`config.mk`:
```
export PLATFORM = sky130hd
export DESIGN_NAME = hrlvc_ctrl
export DESIGN_NICKNAME = d
export VERILOG_FILES = /design/src/hw/rtl/hrlvc_pkg.sv /design/src/hw/rtl/hrlvc_ctrl.sv
export SDC_FILE = /design/constraint.sdc
export NUM_CORES = 1
export LEC_CHECK = 0
export ABC_AREA = 1
export BUFFER_PORTS_ARGS = -buffer_cell sky130_fd_sc_hd__buf_2
export CAP_MARGIN = 20
export CORE_AREA = 4 4 41 43
export CTS_BUF_LIST = sky130_fd_sc_hd__clkbuf_8
export DETAILED_ROUTE_END_ITERATION = 6
export DIE_AREA = 0 0 45 47
export PLACE_DENSITY = 0.5
export SLEW_MARGIN = 10
export SYNTH_ARGS = -nofsm -noshare
export SYNTH_HDL_FRONTEND = slang
export SYNTH_SLANG_ARGS = --single-unit
```
`constraint.sdc`:
```
create_clock -name clk -period 1.6 [get_ports clk]
set_clock_uncertainty 0.15 [all_clocks]
set_input_delay 0.32 -clock clk [delete_from_list [all_inputs] [get_ports clk]]
set_output_delay 0.32 -clock clk [all_outputs]
set_load 0.03 [all_outputs]
```
`src/hw/rtl/hrlvc_pkg.sv`:
```
`timescale 1ns / 1ps
// ----------------------------------------------------------------------------
// hrlvc_pkg
// Shared types, constants and the CORDIC arctangent table of the heading and
// velocity control unit.
// ----------------------------------------------------------------------------
package hrlvc_pkg;

    localparam int VEL_W       = 16;
    localparam int DT_W        = 16;
    localparam int HEAD_W      = 16;
    localparam int FORCE_W     = 32;
    localparam int IDLE_W      = 24;
    localparam int YAW_W       = 18;
    localparam int MASS_W      = 16;
    localparam int CFG_IDX_W   = 8;
    localparam int CFG_DATA_W  = 18;
    localparam int CORDIC_W    = 36;
    localparam int ANG_W       = 32;
    localparam int ATAN_IDX_W  = 5;
    localparam int MASS10_W    = 20;
    localparam int DIFF_W      = VEL_W + 1;
    localparam int PROD_W      = DIFF_W + MASS10_W + 1;
    localparam int SQ_W        = 2 * VEL_W;
    localparam int LIM_W       = YAW_W;

    typedef enum logic [CFG_IDX_W-1:0] {
        REG_MAX_YAW_RATE = 8'd0,
        REG_BODY_MASS    = 8'd1
    } reg_idx_t;

    typedef enum logic [1:0] {
        ST_IDLE,
        ST_MUL,
        ST_ITER,
        ST_TURN
    } state_t;

    typedef struct packed {
        logic load;
        logic mul;
        logic iter;
        logic commit;
    } cmd_t;

    typedef struct packed {
        logic iter_last;
    } status_t;

    function automatic logic [ANG_W-1:0] atan_entry(input logic [ATAN_IDX_W-1:0] idx);
        logic [ANG_W-1:0] val;
        case (idx)
            5'd0:    val = 32'd536870912;
            5'd1:    val = 32'd316933406;
            5'd2:    val = 32'd167458907;
            5'd3:    val = 32'd85004756;
            5'd4:    val = 32'd42667331;
            5'd5:    val = 32'd21354465;
            5'd6:    val = 32'd10679838;
            5'd7:    val = 32'd5340245;
            5'd8:    val = 32'd2670163;
            5'd9:    val = 32'd1335087;
            5'd10:   val = 32'd667544;
            5'd11:   val = 32'd333772;
            5'd12:   val = 32'd166886;
            5'd13:   val = 32'd83443;
            5'd14:   val = 32'd41722;
            5'd15:   val = 32'd20861;
            5'd16:   val = 32'd10430;
            5'd17:   val = 32'd5215;
            5'd18:   val = 32'd2608;
            5'd19:   val = 32'd1304;
            5'd20:   val = 32'd652;
            5'd21:   val = 32'd326;
            5'd22:   val = 32'd163;
            5'd23:   val = 32'd81;
            default: val = '0;
        endcase
        return val;
    endfunction

endpackage

```
`src/hw/rtl/hrlvc_ctrl.sv`:
```
`timescale 1ns / 1ps
// ----------------------------------------------------------------------------
// hrlvc_ctrl
// Sequencer of the control unit: accepts a tick, steps the datapath through
// the multiply, CORDIC and turn phases, and owns the result valid flag.
// ----------------------------------------------------------------------------
module hrlvc_ctrl
    import hrlvc_pkg::*;
(
    input  logic    clk,
    input  logic    rst_n,
    input  logic    tick_valid,
    output logic    tick_ready,
    output logic    result_valid,
    input  logic    result_ready,
    input  status_t status,
    output cmd_t    cmd
);

    state_t state_reg;
    state_t state_next;
    logic   out_valid_reg;
    logic   out_valid_next;
    logic   out_free;

    assign out_free = !out_valid_reg || result_ready;

    always_comb
    begin
        state_next = state_reg;
        case (state_reg)
            ST_IDLE:
            begin
                if (tick_valid)
                begin
                    state_next = ST_MUL;
                end
            end
            ST_MUL:
            begin
                state_next = ST_ITER;
            end
            ST_ITER:
            begin
                if (status.iter_last)
                begin
                    state_next = ST_TURN;
                end
            end
            ST_TURN:
            begin
                if (out_free)
                begin
                    state_next = ST_IDLE;
                end
            end
            default:
            begin
                state_next = ST_IDLE;
            end
        endcase
    end

    always_comb
    begin
        cmd        = '0;
        tick_ready = 1'b0;
        case (state_reg)
            ST_IDLE:
            begin
                tick_ready = 1'b1;
                cmd.load   = tick_valid;
            end
            ST_MUL:
            begin
                cmd.mul = 1'b1;
            end
            ST_ITER:
            begin
                cmd.iter = 1'b1;
            end
            ST_TURN:
            begin
                cmd.commit = out_free;
            end
            default:
            begin
                cmd = '0;
            end
        endcase
    end

    always_comb
    begin
        if (cmd.commit)
        begin
            out_valid_next = 1'b1;
        end
        else if (result_ready)
        begin
            out_valid_next = 1'b0;
        end
        else
        begin
            out_valid_next = out_valid_reg;
        end
    end

    always_ff @(posedge clk or negedge rst_n)
    begin
        if (!rst_n)
        begin
            state_reg     <= ST_IDLE;
            out_valid_reg <= 1'b0;
        end
        else
        begin
            state_reg     <= state_next;
            out_valid_reg <= out_valid_next;
        end
    end

    assign result_valid = out_valid_reg;

endmodule

```
==> results.py, run 1 <==
metrics = {
    "synth": {
        "synth_top_family_by_area": "simple AND/OR/NAND/NOR gates",
        "ys_seq_area_share_pct": 30.5,
        "synth_nets": 41,
        "synth_compound_area_share_pct": 2.03,
        "synthMuxAreaShare_pct": 0,
        "synth_area_um2": 246,
        "syn_inst": 32,
        "syn_avg_cell_area_um2": 7.70,
        "synth_fa_ha_area_share_pct": 20.3,
        "synth_cell_type_count": 9,
        "ys_warn_count": 0,
        "synthSimpleGateAreaFrac_pct": 30.5,
        "synthXorXnorAreaFrac_pct": 0,
        "ys_seq_elements": 3,
    },
    "die": {
        "rows": 13,
        "initial_utilization_pct": 18.9,
        "pin_count": 11,
        "die-width_um": 45,
        "die_area_um2": 2120,
        "coreArea_um2": 1300,
        "die_h_um": 47,
    },
    "clock_tree": {
        "cts_tree": "yes",
        "clk_pin_slew_ns": 0.03,
        "clk_latency_ns": 0.21,
        "cts_max_path_buffers": 2,
        "cts_root_buf": "clkbuf_8",
        "cts_sinks": 3,
        "htreeDepth": 1,
        "cts_buffers": 3,
    },
    "finish": {
        "multi_input_area_um2": 164,
        "drive_gt1_share_pct": 62.0,
        "syn2layout_area_growth_pct": 84.3,
        "insertedDiodeCount": 0,
        "largest_reg_flops": 2,
        "layout_common_cells": "nand2_1 (8), inv_1 (7), buf_2 (6), buf_6 (4), buf_4 (4)",
        "fill_cells": 145,
        "seqCellArea_um2": 77.6,
        "stdcell_area_um2": 454,
        "mostFrequentLayoutCell": "nand2_1",
        "nets": 60,
    },
    "critical_path": {
        "reg2reg_from": "state_reg[1]$_DFFE_PN0P_",
        "crit_path_end_kind": "primary output",
        "r2r_slack_ns": 0.30,
        "cp.required_ns": 1.13,
        "worstPathArrival_ns": 1.11,
        "reg2reg_to": "state_reg[1]$_DFFE_PN0P_",
        "criticalPathCategory": "reg -> out",
        "worstPathMaxFanout": 3,
        "start_kind": "flip-flop",
        "reg2regPathDepth": 6,
    },
    "run": {
        "drv_cap": 0,
    },
    "sta": {
        "tns_ns": 0,
        "hold_violations": 0,
        "fmax_mhz": 632,
        "rsz0062_at_grt": "true",
        "final_max_slew_viol_count": 0,
        "finalCritPeriodShare_pct": 98.9,
        "setup_ws_ns": 0.0169,
        "setup_violations": 0,
        "worstMarginPinSlew_ns": 0.153,
        "fin_crit_ns": 1.58,
        "slew_headroom_pct": 89.8,
    },
    "route": {
        "drc": 0,
        "num_vias": 248,
        "detail_route.vias_per_cell": 3.82,
        "finalWirelength_um": 537,
        "wl_per_cell_um": 8.26,
        "dr.first_iter.drc_count": 0,
        "drt.antenna.violating_nets": 0,
        "drt_pass1_iterations": 1,
    },
    "min_path": {
        "whs_endpoint": "result_valid$_DFFE_PN0P_",
        "min_path_cells": 4,
        "min_from": "result_ready",
        "min_path_type": "in -> reg",
    },
    "grt": {
        "first_global_vias": 226,
        "grt_max_degree": 5,
        "grt_util_all_layers_pct": 5.78,
        "antenna_found_initial": 0,
        "grt_pass1_wl_um": 862,
        "grt.overflow.total": 0,
    },
    "power": {
        "ir_drop_v": 0.000629,
        "p_per_area_nw_per_um2": 2290,
        "p_leak_nw": 0.248,
    },
    "place": {
        "place_ws_ns": 0.139,
        "routabilityCongestion": 0.663,
        "place_area_um2": 310,
        "io_buffers": 10,
        "dp_hpwl_um": 412,
    },
    "status": {
        "status": "completed",
    },
}
stage by stage:
| stage | util (%) | hold slack, ns | std cells | total power, mW |
|---|---|---|---|---|
| after global routing | 34.9 | 0.269 | 65 | 1.13 |
| after CTS | 31.3 | 0.252 | 62 | 0.946 |
| after detailed placement | 23.8 | -0.0310 | 56 | 0.629 |
| final | 34.9 | 0.248 | 65 | 1.04 |
| after floorplan | - | -0.126 | 32 | 0.538 |
| after global placement | 23.8 | -0.0310 | 56 | 0.624 |
critical path, stage by stage, from the launching register on:
cell,delay [ns]
dfrtp_2,0.43
buf_4,0.15
ha_2,0.18
buf_6,0.14
cell type report:
cell class | count | area share, %
Inverter | 9 | 7.44
Multi-Input combinational cell | 19 | 36.1
Timing Repair Buffer | 15 | 25.3
Clock inverter | 1 | 0.826
Tap cell | 15 | 4.13
Clock buffer | 3 | 9.09
Sequential cell | 3 | 17.1
per-layer routing:
layer | GRT usage [%] | share of wire (%)
met1 | 6.41 | 44
met2 | 9.32 | 50
met3 | 4.60 | 5.6
met4 | 0 | 0
met5 | 0 | 0
synthesized netlist by cell type, drive strengths merged:
master	number	area (µm²)
a21oi	1	5.00
buf	1	7.51
dfrtp	3	75.1
ha	4	50.1
inv	9	33.8
nand2	10	42.5
nand3	2	20.0
nand4	2	12.5
cell families (layout without fill, tap and decap cells):
family                     after synthesis  in the layout
buffers and inverters                   10             28
and+or+nand+nor                         14             14
DFF                                      3              3
adders and majority gates                4              4
AOI/OAI and AO/OA                        1              1
worst max-delay path by stage:
| stage | from | slack (ns) | to | depth (start not counted) |
|---|---|---|---|---|
| after floorplan | state_reg[0]$_DFFE_PN0P_ | 0.09 | cmd[3] | 4 |
| after global placement | state_reg[0]$_DFFE_PN0P_ | 0.16 | cmd[3] | 5 |
| after detailed placement | state_reg[0]$_DFFE_PN0P_ | 0.14 | cmd[3] | 5 |
| after CTS | state_reg[1]$_DFFE_PN0P_ | -0.02 | cmd[0] | 4 |
| after global routing | state_reg[0]$_DFFE_PN0P_ | -0.05 | cmd[3] | 5 |
| final | state_reg[1]$_DFFE_PN0P_ | 0.02 | cmd[1] | 3 |
power by group:
| group | switching [mW] | internal, mW | leakage [nW] | total (mW) |
|---|---|---|---|---|
| registers | 0.0572 | 0.122 | 0.0344 | 0.179 |
| clock network | 0.0446 | 0.163 | 0.0269 | 0.207 |
| logic | 0.356 | 0.299 | 0.187 | 0.655 |
| total | 0.458 | 0.583 | 0.248 | 1.04 |
timing repair:
action                     in CTS  in global routing
hold endpoints to repair        3                  0
pin swaps                       2                  1
resized for setup              12                  8
buffers inserted                1                  3
setup endpoints to repair       4                  4
hold buffers                    1                  0
Note: power is estimated with default switching activity, not from simulation.
==> run 2: changes to the inputs <==
--- a/config.mk
+++ b/config.mk
@@ -13,6 +13,7 @@
 export DETAILED_ROUTE_END_ITERATION = 6
 export DIE_AREA = 0 0 45 47
 export PLACE_DENSITY = 0.5
+export REMOVE_ABC_BUFFERS = 1
 export SLEW_MARGIN = 10
 export SYNTH_ARGS = -nofsm -noshare
 export SYNTH_HDL_FRONTEND = slang
==> run 2 against run 1 <==
Global-route usage is 0.63 points lower. Highest routed layer unchanged. Critical path depth grew 1. Worst setup slack improved by 0.0077 ns. Register-to-register slack better by 0.02 ns. Via count fell by 7.3%. Critical path type unchanged. Sequential share of layout area grew 0.78 points. First-iteration DRC count rose by 3.
==> results.py, run 2 (synthesis results as in run 1) <==
metrics = {
    "clock_tree": {
        "clk_latency_ns": 0.21,
        "cts_max_path_buffers": 2,
        "clk_pin_slew_ns": 0.03,
        "cts_sinks": 3,
        "htreeDepth": 1,
        "cts_root_buf": "clkbuf_8",
        "cts_tree": "yes",
        "cts_buffers": 3,
    },
    "critical_path": {
        "reg2reg_from": "state_reg[0]$_DFFE_PN0P_",
        "crit_path_end": "cmd[0]",
        "startpoint": "state_reg[0]$_DFFE_PN0P_",
        "criticalPathCategory": "reg -> out",
        "r2r_slack_ns": 0.32,
        "crit_path_end_kind": "primary output",
        "worstPathArrival_ns": 1.11,
        "start_kind": "flip-flop",
        "cp.required_ns": 1.13,
        "reg2regPathDepth": 6,
        "reg2reg_to": "state_reg[0]$_DFFE_PN0P_",
        "worstPathMaxFanout": 4,
    },
    "grt": {
        "grt.overflow.total": 0,
        "first_global_vias": 212,
        "grt_pass1_wl_um": 738,
        "antenna_found_initial": 0,
        "grt_max_degree": 5,
        "grt_util_all_layers_pct": 5.15,
    },
    "finish": {
        "nets": 58,
        "insertedDiodeCount": 0,
        "syn2layout_area_growth_pct": 70.6,
        "largest_reg_flops": 2,
        "stdcell_area_um2": 420,
        "stdcell_count": 63,
        "layout_common_cells": "nand2_1 (7), buf_2 (7), inv_1 (6), inv_2 (4)",
        "drive_gt1_share_pct": 58.3,
    },
    "status": {
        "status": "completed",
    },
    "min_path": {
        "min_path_cells": 4,
        "min_path_type": "in -> reg",
    },
    "route": {
        "finalWirelength_um": 491,
        "num_vias": 230,
        "drc": 0,
        "wl_per_cell_um": 7.79,
        "drt_pass1_iterations": 2,
        "drt.antenna.violating_nets": 0,
        "dr.first_iter.drc_count": 3,
        "detail_route.vias_per_cell": 3.65,
    },
    "sta": {
        "finalCritPeriodShare_pct": 98.5,
        "slew_headroom_pct": 89.7,
        "fin_crit_ns": 1.58,
        "rsz0062_at_grt": "true",
        "final_max_slew_viol_count": 0,
        "setup_ws_ns": 0.0246,
        "fmax_mhz": 635,
        "hold_violations": 0,
        "setup_violations": 0,
        "worstMarginPinSlew_ns": 0.155,
    },
    "die": {
        "rows": 13,
        "pin_count": 11,
        "die_area_um2": 2120,
        "die-width_um": 45,
        "die_h_um": 47,
        "coreArea_um2": 1300,
        "initial_utilization_pct": 18.9,
    },
    "power": {
        "ir_drop_v": 0.000622,
        "p_per_area_nw_per_um2": 2290,
        "p_leak_nw": 0.238,
    },
    "place": {
        "io_buffers": 10,
        "routabilityCongestion": 0.648,
        "dp_hpwl_um": 378,
        "place_area_um2": 308,
        "dpl.cell_count": 56,
        "place_ws_ns": 0.119,
    },
    "run": {
        "drv_cap": 0,
    },
}
[run 2: changes by cell type in the layout (fill, tap and decap cells not counted), sizes merged]
| cell | previous run | this run |
|---|---|---|
| buf | 14 | 12 |
[run 2: metal layers]
metal  GRT usage (%)  vias to the layer above  part of all wire [%]
li1                -                      125                     -
met2            8.47                        4                    56
met1            4.58                      101                    40
met4            5.26                        0                     0
met5               0                        -                     0
met3            2.30                        0                   3.9
[run 2: how the worst min path moves through the flow]
stage                                    end    startpoint  slack [ns]
finish              result_valid$_DFFE_PN0P_  result_ready        0.24
detailed placement  state_reg[0]$_DFFE_PN0P_         rst_n       -0.03
CTS                 result_valid$_DFFE_PN0P_  result_ready        0.24
floorplan           result_valid$_DFFE_PN0P_         rst_n       -0.13
global route        result_valid$_DFFE_PN0P_  result_ready        0.25
global placement    result_valid$_DFFE_PN0P_         rst_n       -0.03
[run 2: per-stage QoR]
stage,hold slack [ns],total power [mW],util (%),setup TNS (ns)
global placement,-0.0309,0.620,23.7,0
CTS,0.236,0.924,30.5,0
finish,0.240,0.963,32.3,0
floorplan,-0.126,0.516,-,-0.0160
global route,0.254,1.05,32.3,-0.0802
detailed placement,-0.0304,0.617,23.7,0
[run 2: what timing repair did]
action	in CTS	in global routing
endpoints found under the setup margin	4	3
hold endpoints to repair	3	0
resized for setup	10	6
pin swaps	2	2
buffers inserted	1	1
hold buffers	1	0
[run 2: worst max-delay path, stage by stage, from the launching register on]
cell and delay [ns]:
dfrtp_1 0.40, ha_2 0.21, inv_2 0.04, a21oi_2 0.11, buf_6 0.14
[run 2: power breakdown]
part,switching (mW),leakage [nW],total [mW],internal (mW)
sequential,0.0462,0.0366,0.163,0.117
combinational,0.343,0.175,0.591,0.248
clock,0.0464,0.0269,0.209,0.163
[run 2: cell type report]
class | count | area (µm²)
fillers | 146 | 881
multi-input cells | 19 | 154
repair buffers | 13 | 93.8
flip-flops and latches | 3 | 75.1
clock buffers | 3 | 41.3
inverters | 9 | 33.8
well taps | 15 | 18.8
clock inverters | 1 | 3.75
