## config.mk

```make
export PLATFORM = sky130hd
export DESIGN_NAME = hrlvc_datapath
export DESIGN_NICKNAME = d
export VERILOG_FILES = /design/src/hw/rtl/hrlvc_pkg.sv /design/src/hw/rtl/hrlvc_datapath.sv
export SDC_FILE = /design/constraint.sdc
export NUM_CORES = 2
export LEC_CHECK = 0
export ABC_AREA = 1
export BUFFER_PORTS_ARGS = -buffer_cell sky130_fd_sc_hd__buf_2
export CAP_MARGIN = 10
export CORE_ASPECT_RATIO = 2
export CORE_MARGIN = 2
export CORE_UTILIZATION = 25
export DETAILED_ROUTE_END_ITERATION = 8
export MAX_ROUTING_LAYER = met4
export PLACE_DENSITY = 0.36
export SYNTH_ARGS = -nofsm -noshare
export SYNTH_HDL_FRONTEND = slang
export SYNTH_SLANG_ARGS = --single-unit
```

## constraint.sdc

```tcl
create_clock -name clk -period 10.53 [get_ports clk]
set_clock_uncertainty 0.1 [all_clocks]
set_input_delay 1.5795 -clock clk [delete_from_list [all_inputs] [get_ports clk]]
set_output_delay 1.5795 -clock clk [all_outputs]
set_load 0.005 [all_outputs]
```

## src/hw/rtl/hrlvc_pkg.sv

```systemverilog
`timescale 1ns / 1ps
// ----------------------------------------------------------------------------
// hrlvc_pkg
// Shared types, constants and the CORDIC arctangent table of the heading and
// velocity control unit.
// ----------------------------------------------------------------------------
package hrlvc_pkg;

    localparam int VEL_W       = 16;
    localparam int DT_W        = 16;
    localparam int HEAD_W      = 16;
    localparam int FORCE_W     = 32;
    localparam int IDLE_W      = 24;
    localparam int YAW_W       = 18;
    localparam int MASS_W      = 16;
    localparam int CFG_IDX_W   = 8;
    localparam int CFG_DATA_W  = 18;
    localparam int CORDIC_W    = 36;
    localparam int ANG_W       = 32;
    localparam int ATAN_IDX_W  = 5;
    localparam int MASS10_W    = 20;
    localparam int DIFF_W      = VEL_W + 1;
    localparam int PROD_W      = DIFF_W + MASS10_W + 1;
    localparam int SQ_W        = 2 * VEL_W;
    localparam int LIM_W       = YAW_W;

    typedef enum logic [CFG_IDX_W-1:0] {
        REG_MAX_YAW_RATE = 8'd0,
        REG_BODY_MASS    = 8'd1
    } reg_idx_t;

    typedef enum logic [1:0] {
        ST_IDLE,
        ST_MUL,
        ST_ITER,
        ST_TURN
    } state_t;

    typedef struct packed {
        logic load;
        logic mul;
        logic iter;
        logic commit;
    } cmd_t;

    typedef struct packed {
        logic iter_last;
    } status_t;

    function automatic logic [ANG_W-1:0] atan_entry(input logic [ATAN_IDX_W-1:0] idx);
        logic [ANG_W-1:0] val;
        case (idx)
            5'd0:    val = 32'd536870912;
            5'd1:    val = 32'd316933406;
            5'd2:    val = 32'd167458907;
            5'd3:    val = 32'd85004756;
            5'd4:    val = 32'd42667331;
            5'd5:    val = 32'd21354465;
            5'd6:    val = 32'd10679838;
            5'd7:    val = 32'd5340245;
            5'd8:    val = 32'd2670163;
            5'd9:    val = 32'd1335087;
            5'd10:   val = 32'd667544;
            5'd11:   val = 32'd333772;
            5'd12:   val = 32'd166886;
            5'd13:   val = 32'd83443;
            5'd14:   val = 32'd41722;
            5'd15:   val = 32'd20861;
            5'd16:   val = 32'd10430;
            5'd17:   val = 32'd5215;
            5'd18:   val = 32'd2608;
            5'd19:   val = 32'd1304;
            5'd20:   val = 32'd652;
            5'd21:   val = 32'd326;
            5'd22:   val = 32'd163;
            5'd23:   val = 32'd81;
            default: val = '0;
        endcase
        return val;
    endfunction

endpackage

```

## src/hw/rtl/hrlvc_datapath.sv

```systemverilog
`timescale 1ns / 1ps
// ----------------------------------------------------------------------------
// hrlvc_datapath
// Configuration registers, tick capture, force and limit multipliers, the
// iterative CORDIC arctangent and the heading, jump and idle state.
// ----------------------------------------------------------------------------
module hrlvc_datapath
    import hrlvc_pkg::*;
#(
    parameter int CORDIC_STEPS = 16
)
(
    input  logic                      clk,
    input  logic                      rst_n,
    input  cmd_t                      cmd,
    output status_t                   status,
    input  logic                      cfg_write,
    input  logic [CFG_IDX_W-1:0]      cfg_index,
    input  logic [CFG_DATA_W-1:0]     cfg_data,
    input  logic signed [VEL_W-1:0]   target_vx,
    input  logic signed [VEL_W-1:0]   target_vz,
    input  logic signed [VEL_W-1:0]   measured_vx,
    input  logic signed [VEL_W-1:0]   measured_vz,
    input  logic        [DT_W-1:0]    tick_length,
    input  logic                      ground_contact,
    input  logic                      jump_request,
    output logic signed [HEAD_W-1:0]  heading,
    output logic signed [FORCE_W-1:0] force_x,
    output logic signed [FORCE_W-1:0] force_z,
    output logic                      jump_launch,
    output logic        [IDLE_W-1:0]  idle_time
);

    localparam int CNT_W = $clog2(CORDIC_STEPS);
    localparam logic signed [PROD_W-1:0] F_MAX = PROD_W'(64'sd2147483647);
    localparam logic signed [PROD_W-1:0] F_MIN = -PROD_W'(64'sd2147483648);
    localparam logic [SQ_W:0] SPEED_MIN = (SQ_W+1)'(65536);
    localparam logic [IDLE_W:0] IDLE_MAX = {1'b0, {IDLE_W{1'b1}}};

    logic [YAW_W-1:0]  yaw_rate_reg;
    logic [MASS_W-1:0] mass_reg;

    logic signed [VEL_W-1:0] tvx_reg, tvz_reg, mvx_reg, mvz_reg;
    logic [DT_W-1:0]         dt_reg;
    logic                    contact_reg;
    logic                    req_reg;

    logic [SQ_W-1:0]          sqx_reg, sqz_reg;
    logic signed [PROD_W-1:0] fx_prod_reg, fz_prod_reg;
    logic [LIM_W-1:0]         lim_reg;

    logic signed [CORDIC_W-1:0] cx_reg, cy_reg;
    logic [ANG_W-1:0]           ang_reg;
    logic [CNT_W-1:0]           cnt_reg;

    logic [HEAD_W-1:0]         head_reg;
    logic                      jump_pend_reg;
    logic [IDLE_W-1:0]         idle_reg;
    logic signed [FORCE_W-1:0] fx_out_reg, fz_out_reg;
    logic                      launch_reg;

    logic signed [CORDIC_W-1:0] x_init, y_init, xs, ys;
    logic [ANG_W-1:0]           atan_val;
    logic [MASS10_W-1:0]        mass10;
    logic signed [DIFF_W-1:0]   dx, dz;
    logic [YAW_W+DT_W-1:0]      lim_prod;
    logic                       moving;
    logic                       idle_tick;
    logic [HEAD_W-1:0]          target_head;
    logic [HEAD_W-1:0]          delta;
    logic signed [LIM_W:0]      delta_ext, lim_ext, delta_clamp;
    logic [HEAD_W-1:0]          head_turned;
    logic [IDLE_W:0]            idle_sum;
    logic                       pend;
    logic signed [FORCE_W-1:0]  fx_sat, fz_sat;

    function automatic logic signed [FORCE_W-1:0] sat_force(
        input logic signed [PROD_W-1:0] prod
    );
        logic signed [PROD_W-1:0] sh;
        logic signed [FORCE_W-1:0] res;
        sh = prod >>> 8;
        if (sh > F_MAX)
        begin
            res = F_MAX[FORCE_W-1:0];
        end
        else if (sh < F_MIN)
        begin
            res = F_MIN[FORCE_W-1:0];
        end
        else
        begin
            res = sh[FORCE_W-1:0];
        end
        return res;
    endfunction

    // Configuration writes.
    always_ff @(posedge clk or negedge rst_n)
    begin
        if (!rst_n)
        begin
            yaw_rate_reg <= YAW_W'(131072);
            mass_reg     <= MASS_W'(256);
        end
        else if (cfg_write)
        begin
            case (cfg_index)
                REG_MAX_YAW_RATE: yaw_rate_reg <= cfg_data[YAW_W-1:0];
                REG_BODY_MASS:    mass_reg     <= cfg_data[MASS_W-1:0];
                default:          ;
            endcase
        end
    end

    // CORDIC start vector: x = vz, y = vx, folded into the right half plane.
    always_comb
    begin
        x_init = CORDIC_W'(signed'({target_vz, 16'h0000}));
        y_init = CORDIC_W'(signed'({target_vx, 16'h0000}));
        if (target_vz[VEL_W-1])
        begin
            x_init = -x_init;
            y_init = -y_init;
        end
    end

    assign xs       = cx_reg >>> cnt_reg;
    assign ys       = cy_reg >>> cnt_reg;
    assign atan_val = atan_entry(ATAN_IDX_W'(cnt_reg));

    assign mass10   = (MASS10_W'(mass_reg) << 3) + (MASS10_W'(mass_reg) << 1);
    assign dx       = DIFF_W'(tvx_reg) - DIFF_W'(mvx_reg);
    assign dz       = DIFF_W'(tvz_reg) - DIFF_W'(mvz_reg);
    assign lim_prod = (YAW_W+DT_W)'(yaw_rate_reg) * (YAW_W+DT_W)'(dt_reg);

    always_ff @(posedge clk)
    begin
        if (cmd.load)
        begin
            tvx_reg     <= target_vx;
            tvz_reg     <= target_vz;
            mvx_reg     <= measured_vx;
            mvz_reg     <= measured_vz;
            dt_reg      <= tick_length;
            contact_reg <= ground_contact;
            req_reg     <= jump_request;
            cx_reg      <= x_init;
            cy_reg      <= y_init;
            ang_reg     <= target_vz[VEL_W-1] ? 32'h8000_0000 : '0;
            cnt_reg     <= '0;
        end
        else if (cmd.iter)
        begin
            if (cy_reg > 0)
            begin
                cx_reg  <= cx_reg + ys;
                cy_reg  <= cy_reg - xs;
                ang_reg <= ang_reg + atan_val;
            end
            else
            begin
                cx_reg  <= cx_reg - ys;
                cy_reg  <= cy_reg + xs;
                ang_reg <= ang_reg - atan_val;
            end
            cnt_reg <= cnt_reg + 1'b1;
        end
        if (cmd.mul)
        begin
            sqx_reg     <= SQ_W'(tvx_reg * tvx_reg);
            sqz_reg     <= SQ_W'(tvz_reg * tvz_reg);
            fx_prod_reg <= PROD_W'(dx) * PROD_W'(signed'({1'b0, mass10}));
            fz_prod_reg <= PROD_W'(dz) * PROD_W'(signed'({1'b0, mass10}));
            lim_reg     <= lim_prod[YAW_W+DT_W-1:DT_W];
        end
        if (cmd.commit)
        begin
            fx_out_reg <= fx_sat;
            fz_out_reg <= fz_sat;
        end
    end

    assign status.iter_last = (cnt_reg == CNT_W'(CORDIC_STEPS - 1));

    // Turn toward the target heading, clamped to the rate limit; also form the idle, jump and saturated force values.
    always_comb
    begin
        moving      = ({1'b0, sqx_reg} + {1'b0, sqz_reg}) > SPEED_MIN;
        idle_tick   = !moving && contact_reg;
        target_head = ang_reg[ANG_W-1:HEAD_W] + HEAD_W'(ang_reg[HEAD_W-1]);
        delta       = target_head - head_reg;
        delta_ext   = (LIM_W+1)'(signed'(delta));
        lim_ext     = signed'({1'b0, lim_reg});
        if (delta_ext > lim_ext)
        begin
            delta_clamp = lim_ext;
        end
        else if (delta_ext < -lim_ext)
        begin
            delta_clamp = -lim_ext;
        end
        else
        begin
            delta_clamp = delta_ext;
        end
        head_turned = head_reg + delta_clamp[HEAD_W-1:0];
        idle_sum    = {1'b0, idle_reg} + (IDLE_W+1)'(dt_reg);
        pend        = jump_pend_reg || req_reg;
        fx_sat      = sat_force(fx_prod_reg);
        fz_sat      = sat_force(fz_prod_reg);
    end

    always_ff @(posedge clk or negedge rst_n)
    begin
        if (!rst_n)
        begin
            head_reg      <= '0;
            jump_pend_reg <= 1'b0;
            idle_reg      <= '0;
            launch_reg    <= 1'b0;
        end
        else if (cmd.commit)
        begin
            if (moving)
            begin
                head_reg <= head_turned;
            end
            jump_pend_reg <= pend && !contact_reg;
            launch_reg    <= pend && contact_reg;
            if (!idle_tick)
            begin
                idle_reg <= '0;
            end
            else if (idle_sum > IDLE_MAX)
            begin
                idle_reg <= IDLE_MAX[IDLE_W-1:0];
            end
            else
            begin
                idle_reg <= idle_sum[IDLE_W-1:0];
            end
        end
    end

    assign heading     = signed'(head_reg);
    assign force_x     = fx_out_reg;
    assign force_z     = fz_out_reg;
    assign jump_launch = launch_reg;
    assign idle_time   = idle_reg;

endmodule

```

==> impl_metrics.csv <==
group,metric,value,unit
clock_tree,postCtsHoldBufs,0,
logic_synthesis,avgSynthCellArea,7.825,um2
critical_path,crit_path_start_kind,"flop",
logic_synthesis,synth_edf_count,388,
clock_tree,root_buffer,"clkbuf_16",
logic_synthesis,syn_nets,13160,
logic_synthesis,ys_warn_count,0,
drt,postRouteWirelength,329.7,mm
layout,mostFrequentLayoutCells,"nand2_1 (2415), inv_1 (2389), fa_1 (1218), ha_1 (814), nor2_1 (812)",
critical_path,crit_path_top_delay_cell,"inv_1",
timing,tns,0,ns
logic_synthesis,netlist_instances,11010,
die,initial_core_util,0.2514,
timing,hold_viol,0,
critical_path,cp_common_cell,"fa_1",
drt,drc,0,
placement,hpwl,276.2,mm
placement,port_buffers,220,
drt,vias_per_cell,4.569,
clock_tree,htreeDepth,2,
die,rows,304,
placement,gp_congestion,0.9265,
die,ios,221,
worst_hold_path,hold_path_class,"reg2reg",
critical_path,crit_type,"reg2reg",
drt,routedWlPerCell,21.01,um
timing,max_freq,112.3,MHz
clock_tree,max-clock-path-buffers,3,
drt,drt_iter0_markers,3368,
critical_path,worstPathRequired,10.96,ns
timing,tightest_slew,1.211,ns
critical_path,critPathArrivalTime,9.33,ns
logic_synthesis,ys_async_sr_fraction,0.1526,
clock_tree,post_cts.repair.setup_buffers,0,
clock_tree,cts.sinks,498,
logic_synthesis,ys_ff_latch,498,
clock_tree,clk-insertion-delay-late,0.80,ns
timing,fin_crit,8.902,ns
layout,drive_above_1_share,0.05477,
layout,finalNetCount,13180,
logic_synthesis,netlist-cell-type-count,71,
critical_path,max_stage_delay,0.83,ns
drt,num_vias,71690,
timing,finalSetupViolCount,0,
global_route,grt_use_total,0.1955,
critical_path,cp_max_fo,20,
clock_tree,cts_tree,"built",
timing,rsz0062_at_grt,"false",
timing,relSlewSlack,0.1919,
die,die_area,349600,um2
global_route,grt_max_degree,79,
die,die_h,834.2,um
layout,layout_commonest_cell,"nand2_1",
logic_synthesis,yosysSeqAreaShare,0.1652,
flow_run,maxCapViolCount,0,
global_route,grt_pass1_wl,495.5,mm
drt,first_pass_iters,5,
logic_synthesis,netlist_area,86150,um2
clock_tree,path_clk_slew,0.07,ns
die,die_w,419.1,um
logic_synthesis,synth-main-ff-cell,"edfxtp_1",
global_route,antenna_found_initial,25,
clock_tree,cts-resized-gates,0,
outcome,outcome,"finished clean",
global_route,grt_pass1_vias,80240,
layout,syn_to_final_growth,9.911,%
timing,fin_crit_sh,0.8454,
critical_path,crit_path_end_kind,"flop",
drt,final_antenna_net_count,0,
timing,slew_violations,0,
clock_tree,cts-buffers-inserted,60,
global_route,grt_overflow,0,
die,core_area,342700,um2
-- synthesized netlist by cell type, types with 5 or more instances --
cell type,number,share of area
buf_2,45,0.0026
o31ai_1,6,0.00052
or2_2,43,0.0031
or2_1,6,0.00044
o211ai_1,44,0.0038
xor2_1,222,0.023
clkbuf_1,316,0.014
nand4_1,90,0.0065
buf_4,5,0.00044
ha_1,814,0.12
dfxtp_1,34,0.0079
and2_1,5,0.00036
buf_1,24,0.0010
nor3_2,7,0.00081
o21ai_0,391,0.023
nor4_1,36,0.0026
inv_1,2392,0.10
nand3_2,8,0.00093
o21a_1,36,0.0031
o22ai_1,10,0.00073
o21ai_1,48,0.0028
nand3_1,481,0.028
nor2_1,812,0.035
nand3b_1,20,0.0017
edfxtp_1,388,0.14
nor3_1,92,0.0053
nor2_2,14,0.0010
a21boi_0,14,0.0012
fa_1,1218,0.28
o221ai_1,12,0.0012
nand2_1,2417,0.11
dfrtp_1,74,0.021
inv_2,22,0.00096
xnor2_1,110,0.011
a21oi_1,568,0.033
o21ai_2,10,0.0010
nand2_2,9,0.00065
buf_6,7,0.00092
a21o_1,23,0.0020
o21bai_1,17,0.0015
clkinv_1,14,0.00061
a31oi_1,53,0.0038
-- area by class of cell --
type	instances	area (um2)
Fill cell	37610	248000
Multi-Input combinational cell	7686	61260
Sequential cell	498	14240
Inverter	2429	9119
Tap cell	4590	5743
Timing Repair Buffer	359	2165
Clock buffer	71	1667
Clock inverter	39	446.7
Antenna cell	20	50.05
-- logic make-up after synthesis --
logic type                 Yosys count  synth area share
muxes                                5         0.0006100
AOI/OAI and AO/OA                 1263           0.08065
and+or+nand+nor                   4053            0.1937
DFF                                498            0.1652
xor gates and xnor gates           333           0.03394
adders and majority gates         2032            0.4012
buffers and inverters             2826            0.1246
-- worst max-delay path: cells and delay by family (launching register included) --
family,cells,cell delay (ns)
flip-flops,1,0.38
buffers and inverters,7,1.43
AO/OA/AOI/OAI,4,1.58
adder cells (fa/ha/maj),9,3.98
XOR/XNOR,2,0.36
AND/OR/NAND/NOR,6,0.82
-- layer usage --
metal / up-vias / routed length, um / GRT usage
li1: 34060 / - / -
met3: 500 / 7923 / 0.01576
met5: - / 0 / -
met2: 1222 / 192500 / 0.3963
met1: 35910 / 112800 / 0.1833
met4: 0 / 16520 / 0.08352
-- path summary, 6_finish.rpt --
check	start	depth (start not counted)	end	slack (ns)
min in group asynchronous	rst_n	1	mass_reg[15]	0.70
hold reg to reg	fz_prod_reg[11]	0	force_z[3]	0.32
setup reg to reg	mass_reg[2]	28	fx_prod_reg[34]	1.63
setup / recovery	mass_reg[2]	28	fx_prod_reg[34]	1.63
hold / removal	fz_prod_reg[11]	0	force_z[3]	0.32
max in group asynchronous	rst_n	2	jump_pend_reg	8.56
-- per-stage QoR --
step / hold WS [ns] / setup WS, ns / area, um2 / cells / utilization
finish: 0.3185 / 1.628 / 94690 / 15690 / 0.2763
global route: 0.3276 / 1.081 / 94680 / 15690 / 0.2763
CTS: 0.3210 / 1.636 / 94620 / 15670 / 0.2761
detailed placement: 0.3052 / 1.637 / 92510 / 15560 / 0.2699
global placement: 0.3017 / 1.621 / 92500 / 15560 / 0.2699
floorplan: 0.3244 / 2.484 / 86150 / 11010 / -
Power is left out: the tool's default activity adds up to more than one toggle a clock period on the data nets, which glitch-free logic cannot reach.
